--- config.mk ---
export PLATFORM = sky130hd
export DESIGN_NAME = cif_text_tokenizer_unit_flat
export DESIGN_NICKNAME = d
export VERILOG_FILES = /design/src/hdl/cif_tok_pkg.sv /design/src/hdl/cif_tok_if.sv /design/src/hdl/cif_tok_core.sv /design/src/hdl/cif_tok_outbuf.sv /design/src/hdl/cif_text_tokenizer_unit.sv /design/src/flat_wrapper.sv
export VERILOG_INCLUDE_DIRS = /design/src /design/src/hdl
export SDC_FILE = /design/constraint.sdc
export NUM_CORES = 1
export LEC_CHECK = 0
export BUFFER_PORTS_ARGS = -buffer_cell sky130_fd_sc_hd__buf_2
export CAP_MARGIN = 20
export CORE_UTILIZATION = 55
export DETAILED_ROUTE_END_ITERATION = 16
export GPL_ROUTABILITY_DRIVEN = 0
export GPL_TIMING_DRIVEN = 0
export HOLD_SLACK_MARGIN = 0.15
export MAX_ROUTING_LAYER = met4
export PLACE_DENSITY = 0.82
export SETUP_SLACK_MARGIN = 0.02
export SYNTH_ARGS = -nofsm -noshare
export SYNTH_HDL_FRONTEND = slang
export SYNTH_SLANG_ARGS = --single-unit
--- constraint.sdc ---
create_clock -name clk -period 10 [get_ports clk]
set_clock_uncertainty 0.15 [all_clocks]
set_input_delay 1.5 -clock clk [delete_from_list [all_inputs] [get_ports clk]]
set_output_delay 1.5 -clock clk [all_outputs]
set_load 0.01 [all_outputs]
--- src/hdl/assert_macros.svh ---
`ifndef ASSERT_MACROS_SVH
`define ASSERT_MACROS_SVH

// Check on every rising edge, off while reset is low.
`define CHK_ALWAYS(label, clk, rst_n, prop) \
    label: assert property (@(posedge clk) disable iff (!rst_n) prop) \
        else $error("check failed");

// Same, with a message of the caller's choice.
`define CHK_MSG(label, clk, rst_n, prop, msg) \
    label: assert property (@(posedge clk) disable iff (!rst_n) prop) else $error(msg);

`endif

--- src/hdl/cif_tok_pkg.sv ---
package cif_tok_pkg;

    localparam int CHAR_W     = 16;
    localparam int LINE_W     = 25;
    localparam int MAX_RES    = 3;
    localparam int PREFIX_LEN = 10;

    localparam logic [CHAR_W-1:0] CH_LF   = 16'h000A;
    localparam logic [CHAR_W-1:0] CH_CR   = 16'h000D;
    localparam logic [CHAR_W-1:0] CH_BOM  = 16'hFEFF;
    localparam logic [CHAR_W-1:0] CH_SEMI = 16'h003B;
    localparam logic [CHAR_W-1:0] CH_HASH = 16'h0023;
    localparam logic [CHAR_W-1:0] CH_SQ   = 16'h0027;
    localparam logic [CHAR_W-1:0] CH_DQ   = 16'h0022;

    localparam logic [3:0]        PREFIX_BOM_ONLY = 4'd15;
    localparam logic [LINE_W-1:0] LINE_MAX        = '1;

    typedef enum logic [2:0] {
        MODE_IDLE    = 3'd0,
        MODE_COMMENT = 3'd1,
        MODE_BARE    = 3'd2,
        MODE_QUOTE   = 3'd3,
        MODE_HELD    = 3'd4,
        MODE_TEXT    = 3'd5,
        MODE_AFTER   = 3'd6
    } mode_t;

    typedef enum logic [1:0] {
        KIND_START = 2'd0,
        KIND_CHAR  = 2'd1,
        KIND_END   = 2'd2,
        KIND_ERROR = 2'd3
    } kind_t;

    typedef enum logic [1:0] {
        ERR_PREFIX     = 2'd0,
        ERR_OPEN_TEXT  = 2'd1,
        ERR_NO_SPACE   = 2'd2,
        ERR_OPEN_QUOTE = 2'd3
    } err_t;

    typedef struct packed {
        kind_t             kind;
        logic [CHAR_W-1:0] char_out;
        logic              was_quoted;
        logic [LINE_W-1:0] line_number;
        err_t              error_code;
        logic              run_last;
    } tok_res_t;

    // All results one character causes, packed for the output buffer.
    typedef struct packed {
        tok_res_t [MAX_RES-1:0] res;
        logic [1:0]             cnt;
    } step_out_t;

    function automatic logic is_space(input logic [CHAR_W-1:0] c);
        logic hit;
        hit = ((c >= 16'h0009) && (c <= 16'h000D)) ||
              (c == 16'h0020) || (c == 16'h0085) || (c == 16'h00A0) ||
              (c == 16'h1680) ||
              ((c >= 16'h2000) && (c <= 16'h200A)) ||
              (c == 16'h2028) || (c == 16'h2029) || (c == 16'h202F) ||
              (c == 16'h205F) || (c == 16'h3000);
        return hit;
    endfunction

    // "#\#CIF_2.0"
    function automatic logic [CHAR_W-1:0] magic_char(input logic [3:0] idx);
        logic [CHAR_W-1:0] ch;
        unique case (idx)
            4'd0:    ch = 16'h0023;
            4'd1:    ch = 16'h005C;
            4'd2:    ch = 16'h0023;
            4'd3:    ch = 16'h0043;
            4'd4:    ch = 16'h0049;
            4'd5:    ch = 16'h0046;
            4'd6:    ch = 16'h005F;
            4'd7:    ch = 16'h0032;
            4'd8:    ch = 16'h002E;
            4'd9:    ch = 16'h0030;
            default: ch = '0;
        endcase
        return ch;
    endfunction

    function automatic tok_res_t make_res(input kind_t k, input logic [CHAR_W-1:0] ch,
                                          input logic q, input logic [LINE_W-1:0] ln,
                                          input err_t e);
        tok_res_t r;
        r.kind        = k;
        r.char_out    = ch;
        r.was_quoted  = q;
        r.line_number = ln;
        r.error_code  = e;
        r.run_last    = 1'b0;
        return r;
    endfunction

endpackage

--- src/hdl/cif_tok_if.sv ---
interface cif_tok_in_if;
    logic        valid;
    logic        ready;
    logic [15:0] char_code;
    logic        final_char;

    modport source (output valid, output char_code, output final_char, input ready);
    modport sink (input valid, input char_code, input final_char, output ready);
endinterface

interface cif_tok_out_if;
    logic        valid;
    logic        ready;
    logic [1:0]  kind;
    logic [15:0] char_out;
    logic        was_quoted;
    logic [24:0] line_number;
    logic [1:0]  error_code;
    logic        run_last;

    modport source (output valid, output kind, output char_out, output was_quoted,
                    output line_number, output error_code, output run_last, input ready);
    modport sink (input valid, input kind, input char_out, input was_quoted,
                  input line_number, input error_code, input run_last, output ready);
endinterface

--- src/hdl/cif_tok_core.sv ---
module cif_tok_core (
    input  logic                          clk,
    input  logic                          rst_n,
    input  logic                          step_en,
    input  logic [15:0]                   char_code,
    input  logic                          final_char,
    output cif_tok_pkg::step_out_t        step_out
);
    import cif_tok_pkg::*;

    mode_t             mode_reg, mode_next;
    logic              qdbl_reg, qdbl_next;
    logic              pwn_reg, pwn_next;
    logic              cr_reg, cr_next;
    logic [LINE_W-1:0] line_reg, line_next;
    logic [LINE_W-1:0] tline_reg, tline_next;
    logic              tq_reg, tq_next;
    logic [3:0]        ppos_reg, ppos_next;
    logic              pm_reg, pm_next;
    logic              err_reg, err_next;

    tok_res_t [MAX_RES-1:0] res;
    logic [1:0]             n;
    logic [CHAR_W-1:0]      c;
    logic [CHAR_W-1:0]      qc;
    logic [3:0]             pidx;
    logic                   skip;
    logic                   latched;
    logic                   space;
    logic                   lf;

    always_comb
    begin
        mode_next  = mode_reg;
        qdbl_next  = qdbl_reg;
        pwn_next   = pwn_reg;
        cr_next    = cr_reg;
        line_next  = line_reg;
        tline_next = tline_reg;
        tq_next    = tq_reg;
        ppos_next  = ppos_reg;
        pm_next    = pm_reg;
        res        = '0;
        n          = '0;
        c          = char_code;
        qc         = qdbl_reg ? CH_DQ : CH_SQ;
        pidx       = '0;
        skip       = 1'b0;
        latched    = err_reg;
        space      = 1'b0;
        lf         = 1'b0;

        if (!err_reg)
        begin
            // CR -> LF, LF right after CR dropped
            if (c == CH_CR)
            begin
                c       = CH_LF;
                cr_next = 1'b1;
            end
            else if ((c == CH_LF) && cr_reg)
            begin
                cr_next = 1'b0;
                skip    = 1'b1;
            end
            else
            begin
                cr_next = 1'b0;
            end

            if (!skip && pm_reg && (ppos_reg == 4'd0) && (c == CH_BOM))
            begin
                ppos_next = PREFIX_BOM_ONLY;
                skip      = 1'b1;
            end

            if (!skip)
            begin
                space = is_space(c);
                lf    = (c == CH_LF);

                if (pm_reg)
                begin
                    pidx = (ppos_reg == PREFIX_BOM_ONLY) ? 4'd0 : ppos_reg;
                    if ((pidx < 4'(PREFIX_LEN)) && (c == magic_char(pidx)))
                    begin
                        ppos_next = pidx + 4'd1;
                        if (ppos_next == 4'(PREFIX_LEN))
                        begin
                            pm_next = 1'b0;
                            res[n]  = make_res(KIND_ERROR, '0, 1'b0, '0, ERR_PREFIX);
                            n       = n + 2'd1;
                            latched = 1'b1;
                        end
                    end
                    else
                    begin
                        pm_next = 1'b0;
                    end
                end

                if (!latched)
                begin
                    unique case (mode_reg)
                        MODE_COMMENT:
                        begin
                            if (lf)
                            begin
                                if (line_reg != LINE_MAX) line_next = line_reg + 1'b1;
                                mode_next = MODE_IDLE;
                            end
                        end
                        MODE_BARE:
                        begin
                            if (space)
                            begin
                                res[n] = make_res(KIND_END, '0, tq_next, tline_next, ERR_PREFIX);
                                n      = n + 2'd1;
                                if (lf && (line_reg != LINE_MAX)) line_next = line_reg + 1'b1;
                                mode_next = MODE_IDLE;
                            end
                            else
                            begin
                                res[n] = make_res(KIND_CHAR, c, tq_next, tline_next, ERR_PREFIX);
                                n      = n + 2'd1;
                            end
                        end
                        MODE_QUOTE:
                        begin
                            if (lf)
                            begin
                                res[n] = make_res(KIND_ERROR, '0, 1'b0, tline_next,
                                                  ERR_OPEN_QUOTE);
                                n       = n + 2'd1;
                                latched = 1'b1;
                            end
                            else if (c == qc)
                            begin
                                mode_next = MODE_HELD;
                            end
                            else
                            begin
                                res[n] = make_res(KIND_CHAR, c, tq_next, tline_next, ERR_PREFIX);
                                n      = n + 2'd1;
                            end
                        end
                        MODE_HELD:
                        begin
                            // held quote closes only before whitespace or at the end of the text
                            if (space)
                            begin
                                res[n] = make_res(KIND_END, '0, tq_next, tline_next, ERR_PREFIX);
                                n      = n + 2'd1;
                                if (lf && (line_reg != LINE_MAX)) line_next = line_reg + 1'b1;
                                mode_next = MODE_IDLE;
                            end
                            else
                            begin
                                res[n] = make_res(KIND_CHAR, qc, tq_next, tline_next, ERR_PREFIX);
                                n      = n + 2'd1;
                                if (c != qc)
                                begin
                                    res[n] = make_res(KIND_CHAR, c, tq_next, tline_next,
                                                      ERR_PREFIX);
                                    n         = n + 2'd1;
                                    mode_next = MODE_QUOTE;
                                end
                            end
                        end
                        MODE_TEXT:
                        begin
                            if ((c == CH_SEMI) && pwn_reg)
                            begin
                                res[n] = make_res(KIND_END, '0, tq_next, tline_next, ERR_PREFIX);
                                n         = n + 2'd1;
                                mode_next = MODE_AFTER;
                            end
                            else
                            begin
                                res[n] = make_res(KIND_CHAR, c, tq_next, tline_next, ERR_PREFIX);
                                n      = n + 2'd1;
                                if (lf && (line_reg != LINE_MAX)) line_next = line_reg + 1'b1;
                            end
                        end
                        MODE_AFTER:
                        begin
                            if (space)
                            begin
                                if (lf && (line_reg != LINE_MAX)) line_next = line_reg + 1'b1;
                                mode_next = MODE_IDLE;
                            end
                            else
                            begin
                                res[n] = make_res(KIND_ERROR, '0, 1'b0, line_reg, ERR_NO_SPACE);
                                n       = n + 2'd1;
                                latched = 1'b1;
                            end
                        end
                        default:
                        begin
                            // between tokens
                            if (space)
                            begin
                                if (lf && (line_reg != LINE_MAX)) line_next = line_reg + 1'b1;
                                mode_next = MODE_IDLE;
                            end
                            else if (c == CH_HASH)
                            begin
                                mode_next = MODE_COMMENT;
                            end
                            else if ((c == CH_SEMI) && pwn_reg)
                            begin
                                tline_next = line_reg;
                                tq_next    = 1'b1;
                                res[n] = make_res(KIND_START, '0, 1'b1, line_reg, ERR_PREFIX);
                                n         = n + 2'd1;
                                mode_next = MODE_TEXT;
                            end
                            else if ((c == CH_SQ) || (c == CH_DQ))
                            begin
                                tline_next = line_reg;
                                tq_next    = 1'b1;
                                res[n] = make_res(KIND_START, '0, 1'b1, line_reg, ERR_PREFIX);
                                n         = n + 2'd1;
                                qdbl_next = (c == CH_DQ);
                                mode_next = MODE_QUOTE;
                            end
                            else
                            begin
                                tline_next = line_reg;
                                tq_next    = 1'b0;
                                res[n] = make_res(KIND_START, '0, 1'b0, line_reg, ERR_PREFIX);
                                n      = n + 2'd1;
                                res[n] = make_res(KIND_CHAR, c, 1'b0, line_reg, ERR_PREFIX);
                                n         = n + 2'd1;
                                mode_next = MODE_BARE;
                            end
                        end
                    endcase
                end

                pwn_next = lf;
            end

            // close out the text
            if (final_char && !latched)
            begin
                unique case (mode_next)
                    MODE_BARE, MODE_HELD:
                    begin
                        res[n] = make_res(KIND_END, '0, tq_next, tline_next, ERR_PREFIX);
                        n      = n + 2'd1;
                    end
                    MODE_QUOTE:
                    begin
                        res[n] = make_res(KIND_ERROR, '0, 1'b0, tline_next, ERR_OPEN_QUOTE);
                        n       = n + 2'd1;
                        latched = 1'b1;
                    end
                    MODE_TEXT:
                    begin
                        res[n] = make_res(KIND_ERROR, '0, 1'b0, tline_next, ERR_OPEN_TEXT);
                        n       = n + 2'd1;
                        latched = 1'b1;
                    end
                    default:
                    begin
                    end
                endcase
            end
        end

        err_next = latched;

        if (final_char)
        begin
            mode_next  = MODE_IDLE;
            qdbl_next  = 1'b0;
            pwn_next   = 1'b1;
            cr_next    = 1'b0;
            line_next  = LINE_W'(1);
            tline_next = '0;
            tq_next    = 1'b0;
            ppos_next  = '0;
            pm_next    = 1'b1;
            err_next   = 1'b0;
        end

        if (n != 2'd0) res[n - 2'd1].run_last = 1'b1;

        step_out.res = res;
        step_out.cnt = n;
    end

    always_ff @(posedge clk or negedge rst_n)
    begin
        if (!rst_n)
        begin
            mode_reg  <= MODE_IDLE;
            qdbl_reg  <= 1'b0;
            pwn_reg   <= 1'b1;
            cr_reg    <= 1'b0;
            line_reg  <= LINE_W'(1);
            tline_reg <= '0;
            tq_reg    <= 1'b0;
            ppos_reg  <= '0;
            pm_reg    <= 1'b1;
            err_reg   <= 1'b0;
        end
        else if (step_en)
        begin
            mode_reg  <= mode_next;
            qdbl_reg  <= qdbl_next;
            pwn_reg   <= pwn_next;
            cr_reg    <= cr_next;
            line_reg  <= line_next;
            tline_reg <= tline_next;
            tq_reg    <= tq_next;
            ppos_reg  <= ppos_next;
            pm_reg    <= pm_next;
            err_reg   <= err_next;
        end
    end

endmodule

--- src/hdl/cif_tok_outbuf.sv ---
`include "assert_macros.svh"

module cif_tok_outbuf (
    input  logic                   clk,
    input  logic                   rst_n,
    input  logic                   load,
    input  cif_tok_pkg::step_out_t bundle,
    output logic                   free,
    cif_tok_out_if.source          tokens
);
    import cif_tok_pkg::*;

    step_out_t  bundle_reg;
    logic       valid_reg;
    logic [1:0] idx_reg;
    logic [1:0] cnt_reg;
    tok_res_t   cur;
    logic       fire;

    always_comb
    begin
        unique case (idx_reg)
            2'd0:    cur = bundle_reg.res[0];
            2'd1:    cur = bundle_reg.res[1];
            default: cur = bundle_reg.res[2];
        endcase
    end

    assign fire = valid_reg && tokens.ready;
    // bundle can take new words this edge
    assign free = !valid_reg || (tokens.ready && cur.run_last);

    assign tokens.valid       = valid_reg;
    assign tokens.kind        = cur.kind;
    assign tokens.char_out    = cur.char_out;
    assign tokens.was_quoted  = cur.was_quoted;
    assign tokens.line_number = cur.line_number;
    assign tokens.error_code  = cur.error_code;
    assign tokens.run_last    = cur.run_last;

    always_ff @(posedge clk or negedge rst_n)
    begin
        if (!rst_n)
        begin
            valid_reg <= 1'b0;
            idx_reg   <= '0;
            cnt_reg   <= '0;
        end
        else if (load)
        begin
            valid_reg <= 1'b1;
            idx_reg   <= '0;
            cnt_reg   <= bundle.cnt;
        end
        else if (fire)
        begin
            if (cur.run_last)
            begin
                valid_reg <= 1'b0;
                cnt_reg   <= '0;
            end
            else
            begin
                idx_reg <= idx_reg + 2'd1;
            end
        end
    end

    always_ff @(posedge clk)
    begin
        if (load)
        begin
            bundle_reg <= bundle;
        end
    end

    `CHK_MSG(a_idx_in_range, clk, rst_n, valid_reg |-> (idx_reg < cnt_reg), "word index past count")
    `CHK_ALWAYS(a_last_at_end, clk, rst_n, valid_reg |-> (cur.run_last == (idx_reg == (cnt_reg - 2'd1))))
    `CHK_ALWAYS(a_drain_ends, clk, rst_n, (fire && cur.run_last && !load) |=> !valid_reg)

endmodule

--- src/hdl/cif_text_tokenizer_unit.sv ---
// A character in the input register is decoded once the result register is free;
// its words then load into the result register (two registers: input, result).
// Throughput: one character per cycle while each yields at most one word and the
// output is ready; one with 2 or 3 words holds the result register till all are out.
// Reset (rst_n low, asynchronous): scanner returns to start-of-text, line 1,
// input and result registers empty.
module cif_text_tokenizer_unit (
    input  logic          clk,
    input  logic          rst_n,
    cif_tok_in_if.sink    chars,
    cif_tok_out_if.source tokens
);
    import cif_tok_pkg::*;

    // Input register: holds one character, so the upstream side can hand over
    // one more while a word waits on the output.
    logic              in_valid_reg;
    logic [CHAR_W-1:0] char_reg;
    logic              fin_reg;

    logic      step_en;
    logic      buf_free;
    logic      load;
    step_out_t step_out;

    // The scanner advances when the result register can take everything
    // this character produces. Characters with no output (whitespace,
    // comments, dropped LF or BOM) still wait for that slot, which keeps
    // word order simple.
    assign step_en = in_valid_reg && buf_free;
    assign load    = step_en && (step_out.cnt != 2'd0);

    // Input slot frees when its character is decoded this cycle.
    assign chars.ready = !in_valid_reg || step_en;

    always_ff @(posedge clk or negedge rst_n)
    begin
        if (!rst_n)
        begin
            in_valid_reg <= 1'b0;
        end
        else if (chars.ready)
        begin
            in_valid_reg <= chars.valid;
        end
    end

    always_ff @(posedge clk)
    begin
        if (chars.valid && chars.ready)
        begin
            char_reg <= chars.char_code;
            fin_reg  <= chars.final_char;
        end
    end

    // Mode logic, line counter, CR/LF folding, prefix match, error latch.
    cif_tok_core u_core (
        .clk        (clk),
        .rst_n      (rst_n),
        .step_en    (step_en),
        .char_code  (char_reg),
        .final_char (fin_reg),
        .step_out   (step_out)
    );

    // Holds up to three words of one character and hands them out in order.
    cif_tok_outbuf u_outbuf (
        .clk    (clk),
        .rst_n  (rst_n),
        .load   (load),
        .bundle (step_out),
        .free   (buf_free),
        .tokens (tokens)
    );

endmodule
--- src/flat_wrapper.sv ---
// flat-port wrapper written by rule: the top's interface ports become plain ports
module cif_text_tokenizer_unit_flat import cif_tok_pkg::*;
  (clk, rst_n, chars_valid, chars_char_code, chars_final_char, chars_ready, tokens_valid, tokens_kind, tokens_char_out, tokens_was_quoted, tokens_line_number, tokens_error_code, tokens_run_last, tokens_ready);
  cif_tok_in_if chars_i ();
  cif_tok_out_if tokens_i ();
  input  logic clk;
  input  logic rst_n;
  input wire logic [$bits(chars_i.valid)-1:0] chars_valid;
  input wire logic [$bits(chars_i.char_code)-1:0] chars_char_code;
  input wire logic [$bits(chars_i.final_char)-1:0] chars_final_char;
  output wire logic [$bits(chars_i.ready)-1:0] chars_ready;
  output wire logic [$bits(tokens_i.valid)-1:0] tokens_valid;
  output wire logic [$bits(tokens_i.kind)-1:0] tokens_kind;
  output wire logic [$bits(tokens_i.char_out)-1:0] tokens_char_out;
  output wire logic [$bits(tokens_i.was_quoted)-1:0] tokens_was_quoted;
  output wire logic [$bits(tokens_i.line_number)-1:0] tokens_line_number;
  output wire logic [$bits(tokens_i.error_code)-1:0] tokens_error_code;
  output wire logic [$bits(tokens_i.run_last)-1:0] tokens_run_last;
  input wire logic [$bits(tokens_i.ready)-1:0] tokens_ready;
  assign chars_i.valid = chars_valid;
  assign chars_i.char_code = chars_char_code;
  assign chars_i.final_char = chars_final_char;
  assign chars_ready = chars_i.ready;
  assign tokens_valid = tokens_i.valid;
  assign tokens_kind = tokens_i.kind;
  assign tokens_char_out = tokens_i.char_out;
  assign tokens_was_quoted = tokens_i.was_quoted;
  assign tokens_line_number = tokens_i.line_number;
  assign tokens_error_code = tokens_i.error_code;
  assign tokens_run_last = tokens_i.run_last;
  assign tokens_i.ready = tokens_ready;
  cif_text_tokenizer_unit u_core (.clk(clk), .rst_n(rst_n), .chars(chars_i), .tokens(tokens_i));
endmodule
# Word-level counts from Yosys, hierarchy flattened
# Memory sizes are Yosys's and may differ from the RTL's.
# Index checks and enable logic that the tools add are counted.
[op_classes]
add_sub_neg = 7
order_cmp = 13
n_eq_ne = 46
muxes = 172
reduce_logical = 55
[op_table]
columns = ["operator", "n"]
rows = [
  ["141-bit two-way mux", 17],
  ["141-bit bitwise mux", 13],
  ["141-bit one-hot mux with 6 select lines", 1],
  ["25-bit two-way mux", 17],
  ["141-bit one-hot mux with 3 select lines", 1],
  ["47-bit demux with 2-bit select", 4],
  ["47-bit two-way mux", 8],
  ["47-bit one-hot mux with 2 select lines", 1],
  ["16-bit by 14-bit == test with 1-bit output (second input constant)", 5],
  ["16-bit by 6-bit == test with 1-bit output (second input constant)", 5],
  ["16-bit two-way mux", 5],
  ["25-bit one-hot mux with 3 select lines", 1],
  ["1-bit two-way mux", 58],
  ["16-bit by 4-bit == test with 1-bit output (second input constant)", 3],
  ["3-bit two-way mux", 16],
  ["2-bit two-way mux", 20],
  ["16-bit == test", 2],
  ["16-bit by 8-bit == test with 1-bit output (second input constant)", 2],
  ["4-bit two-way mux", 7],
  ["25-bit by 1-bit adder with 25-bit output (second input constant)", 1],
  ["25-bit inequality test (second input constant)", 1],
  ["1-bit logical AND", 19],
  ["2-bit by 1-bit inequality test with 1-bit output (second input constant)", 9],
  ["9-bit AND reduction", 2],
  ["33 further kinds", 75],
]
[totals]
regBits = 225
romBits = 112
in_bits = 21
out_inout_bits = 49
elab_cells = 327
memories = 1
[memory_table]
columns = ["name", "words", "width", "rd", "rd_ports_with_merged_regs", "wr", "line", "text"]
rows = [
  ["(name not given)", 16, 7, 1, 0, 0, "cif_tok_pkg.sv:72", "unique case (idx)"],
]

# Logic depth before layout (Yosys ltp)
[logic_depth]
ltp_word = 40
mapped_depth = 22

# By module
# Synthesis repeated with hierarchy kept, for this count alone.
[unflattened]
hier_cells = 1354
hier_area_um2 = 13271.5
[by_module_without_submodules]
columns = ["mod", "n_inst", "cells_per_inst", "area_per_inst_um2", "seq_area_each_um2"]
rows = [
  ["cif_tok_core", 1, 1016, 7516.0, 1580.3],
  ["cif_tok_outbuf", 1, 315, 5177.5, 4309.1],
  ["cif_text_tokenizer_unit", 1, 23, 578.1, 535.5],
]

# Worst setup path before layout
# OpenSTA, ideal clock, no wires.
[synth_timing]
kind = "reg2reg"
startpoint = "reg u_core.char_reg[13]"
endpoint = "reg u_core.u_outbuf.bundle_reg[100] (netlist name), enable pin"
setup_ps = 517
t_arrival_ps = 7214
path_slack_ps = 2119
path_stages_with_launch = 17
synth_period_minus_slack_ps = 7881
path_cell_list = "edfxtp_1 > or4_4 > o41a_1 > xor2_1 > nor2_4 > and4b_1 > buf_4 > inv_1 > ha_1 > o311ai_0 > a21oi_1 > nor4_1 > nor2_2 > ha_1 > and3_1 > a21oi_1 > and2_1"
[synth_between]
elab_chain_cells = 27
word_cells_on_any_way = 108
classes_between = "add/sub (3); order compare (4); eq/ne (24); mux (52); reduce/logical (25)"
[synth_lines]
columns = ["element", "line", "text"]
rows = [
  ["from (decl)", "cif_text_tokenizer_unit.sv:18", "logic [CHAR_W-1:0] char_reg;"],
  ["from (signal assigned)", "cif_text_tokenizer_unit.sv:52", "char_reg <= chars.char_code;"],
  ["parallel branches: the longest is 23 deep, another holds 2-bit by 1-bit adder with 2-bit output", "-", ""],
  ["2-bit two-way mux (*)", "cif_tok_core.sv:246", "if (final_char && !latched)"],
  ["2-bit two-way mux (*)", "cif_tok_core.sv:53", "if (!err_reg)"],
  ["2-bit nonzero test (*)", "cif_text_tokenizer_unit.sv:31", "assign load = step_en && (step_out.cnt != 2'd0);"],
  ["1-bit logical AND (*)", "cif_text_tokenizer_unit.sv:31", ""],
  ["net u_core.load", "cif_text_tokenizer_unit.sv:23", "logic load;"],
  ["to (signal assigned)", "cif_tok_outbuf.sv:73", "bundle_reg <= bundle;"],
  ["to (decl)", "cif_tok_outbuf.sv:13", "step_out_t bundle_reg;"],
]
# Mark *: on every way through the listed nets, which the timed path passes. The select of a mux whose other input is x is not followed.
# A chain may end at the register's enable or synchronous reset.

# Worst setup path in the final report
[layout_timing]
startpoint = "reg u_core.char_reg[13]"
endpoint = "reg u_core.u_outbuf.bundle_reg[131] (netlist name), enable pin"
# Same word-level chain as after synthesis.

==> impl_metrics.env <==
export IMPL_syn_cell_area_mm2=0.0129
export IMPL_cp_start_kind="flip-flop"
export IMPL_seq_area_mm2=0.00642
export IMPL_ys_seq_area_share_pct=50.0
export IMPL_layout_commonest_cell="nand2_1"
export IMPL_ys_ff_latch=225
export IMPL_cts_sinks=225
export IMPL_via_per_inst=6.53
export IMPL_ant_nets=0
export IMPL_grt_pass1_wl_um=56900
export IMPL_powerDensity_mw_per_mm2=319
export IMPL_synth_top_area_share_pct=36.9
export IMPL_cts_root_buffer="clkbuf_16"
export IMPL_drt_pass1_iter_count=9
export IMPL_die_area_mm2=0.0240
export IMPL_slew_viol_final=0
export IMPL_min_period_over_period_pct=64.7
export IMPL_grt_total_usage_pct=31.3
export IMPL_grt_remaining_overflow=0
export IMPL_layout_common_cells="nand2_1, edfxtp_1, nor2_1"
export IMPL_met1_usage_pct=42.9
export IMPL_fin_total_pwr_w=0.00461
export IMPL_syn_to_final_growth_pct=12.6
export IMPL_core_area_mm2=0.0228
export IMPL_hold_class="flip-flop to flip-flop"
export IMPL_path_clk_slew_ns=0.07
export IMPL_cts_max_path_buffers=3
export IMPL_peakVddDrop_v=0.000180
export IMPL_worstPathArrival_ns=6.51
export IMPL_synth_area_leaders="edfxtp_1, dfrtp_1, a22oi_1"
export IMPL_status="finished clean"
export IMPL_hpwlAfterDp_um=25100
export IMPL_insertion_delay_ns=0.53
export IMPL_grt_max_degree=77
export IMPL_fillers=1776
export IMPL_tns_ns=0
export IMPL_vias=11200
export IMPL_die_h_um=155
export IMPL_worst_slew_pin_slew_ns=1.04
export IMPL_cp_end_kind="flip-flop"
export IMPL_ys_warn_count=0
export IMPL_synth_async_reset_ratio_pct=29.8
export IMPL_num_antenna_cells=0
export IMPL_cts_buffers=24
export IMPL_drt_wl_total_um=36400
export IMPL_path_class="flip-flop to flip-flop"
export IMPL_grt_most_used_layer="met2"
export IMPL_fmax_mhz=155
export IMPL_synth_edff_count=158
export IMPL_drive_gt1_share_pct=13.4
export IMPL_wire_per_inst_um=21.2
export IMPL_ctsHoldBuffers=0
export IMPL_syn_avg_cell_area_um2=10.1
export IMPL_synth_ff_type="edfxtp_1"
export IMPL_met3_usage_pct=6.02
export IMPL_drt_iter0_drc=1553
export IMPL_synth_top_area_cell="edfxtp_1"
export IMPL_power_leakage_nw=5.72
export IMPL_port_buffers=69
export IMPL_antenna_found_initial=0
export IMPL_largest_reg_flops=141
export IMPL_cts_max_level=1
export IMPL_std_cell_rows=55
export IMPL_cts_tree="built"
export IMPL_period_minus_slack_ns=6.47
export IMPL_dp_slack_ns=3.68
export IMPL_io_pins=70
export IMPL_layout_setup_ws_ns=3.53
export IMPL_slew_headroom_pct=30.4
export IMPL_grt_pass1_vias=10400
export IMPL_maxCapViolations=0
export IMPL_cts_resized=0
export IMPL_synth_cells=1274
export IMPL_worstPathRequired_ns=10.03
export IMPL_synth_cell_types=88
export IMPL_setup_viol=0
export IMPL_grt_use_met2_pct=47.5
export IMPL_post_cts_buffers=0
export IMPL_hold_viol=0
export IMPL_multi_input_area_mm2=0.00587
export IMPL_grt_setup_unrepaired="no"
export IMPL_die_x_um=155
export IMPL_final_nets=1425
export IMPL_drc=0
export IMPL_crit_path_max_fanout=76
export IMPL_initial_core_util_pct=56.4
## cell type report
class | instances | area share, %
Buffer | 110 | 3.34
Clock buffer | 33 | 4.91
Clock inverter | 11 | 0.570
Inverter | 36 | 0.934
Multi-Input combinational cell | 918 | 40.5
Sequential cell | 225 | 44.4
Tap cell | 313 | 2.71
Timing Repair Buffer | 71 | 2.63
## Yosys cell counts (6+ instances only)
library cell  count
and2_1            6
a21oi_1          36
nand4_1          66
edfxtp_1        158
clkbuf_1         79
and3_1           14
dfrtp_1          64
or4_1             8
nand2_1         160
or3_1             6
xor2_1           18
a22oi_1          98
a22o_1           30
o22ai_1           6
nand3b_1          6
nor2b_1           8
inv_1            33
o21ai_0          26
nor2_1          122
nor4_1           10
a21o_1            8
ha_1             18
buf_2            20
nand3_1          21
mux2i_1          30
o31ai_1          32
xnor2_1          10
nor3_1           43
o31ai_2          20
## power breakdown
group	switching [W]	total, W	internal (W)
registers	0.000122	0.00160	0.00148
clock network	0.000371	0.000893	0.000522
logic	0.00152	0.00211	0.000591
## routing by layer
layer / vias up / routed length (um)
met1: 5312 / 14200
met3: 94 / 4730
met2: 783 / 16500
li1: 5025 / -
met4: 0 / 962
met5: - / 0
## stage by stage
step           hold WS, ns  cells  cell area, um^2  utilization, %
4_1_cts              0.379   1717            14500            63.5
6_report             0.378   1717            14500            63.5
3_5_place_dp         0.371   1673            13700            60.1
3_3_place_gp         0.354   1671            13600            59.9
5_1_grt              0.389   1717            14500            63.5
2_1_floorplan        0.292   1289            12900               -
## worst paths after layout
path,start,end,slack (ns),cells after the start
worst max-delay path,u_core.char_reg[13],u_core.u_outbuf.bundle_reg[131],3.53,17
worst min-delay path,u_core.u_core.pwn_reg,u_core.u_core.pwn_reg,0.38,2
worst max register to register,u_core.char_reg[13],u_core.u_outbuf.bundle_reg[131],3.53,17
worst min register to register,u_core.u_core.pwn_reg,u_core.u_core.pwn_reg,0.38,2
max in group asynchronous,rst_n,u_core.u_core.ppos_reg[3],8.18,1
min in group asynchronous,rst_n,u_core.u_core.tline_reg[6],0.93,1
## worst max-delay path, cell delays in order, from the launching register on
cell      delay (ns)
edfxtp_1        0.57
or4_4           0.63
o41a_1          0.55
xor2_1          0.24
nor2_4          0.17
and4b_1         0.20
buf_4           0.18
inv_1           0.15
ha_1            0.22
o311ai_0        0.33
a21oi_1         0.07
nor4_1          0.45
nor2_2          0.15
ha_1            0.34
and3_1          0.16
a21oi_1         0.29
and2_4          0.78
buf_16          0.40
## logic make-up (layout without fill, tap and decap cells)
group	count (synthesis)	after routing	synth area share (%)
mux	34	34	2.72
xor+xnor	29	29	2.03
other cells	1	16	0.0292
flops	225	225	50.0
simple gates	514	514	20.3
buf+inv	146	261	4.81
fa+ha+maj	18	18	1.75
compound gates	307	307	18.4
Note: power is estimated with default switching activity, not from simulation.
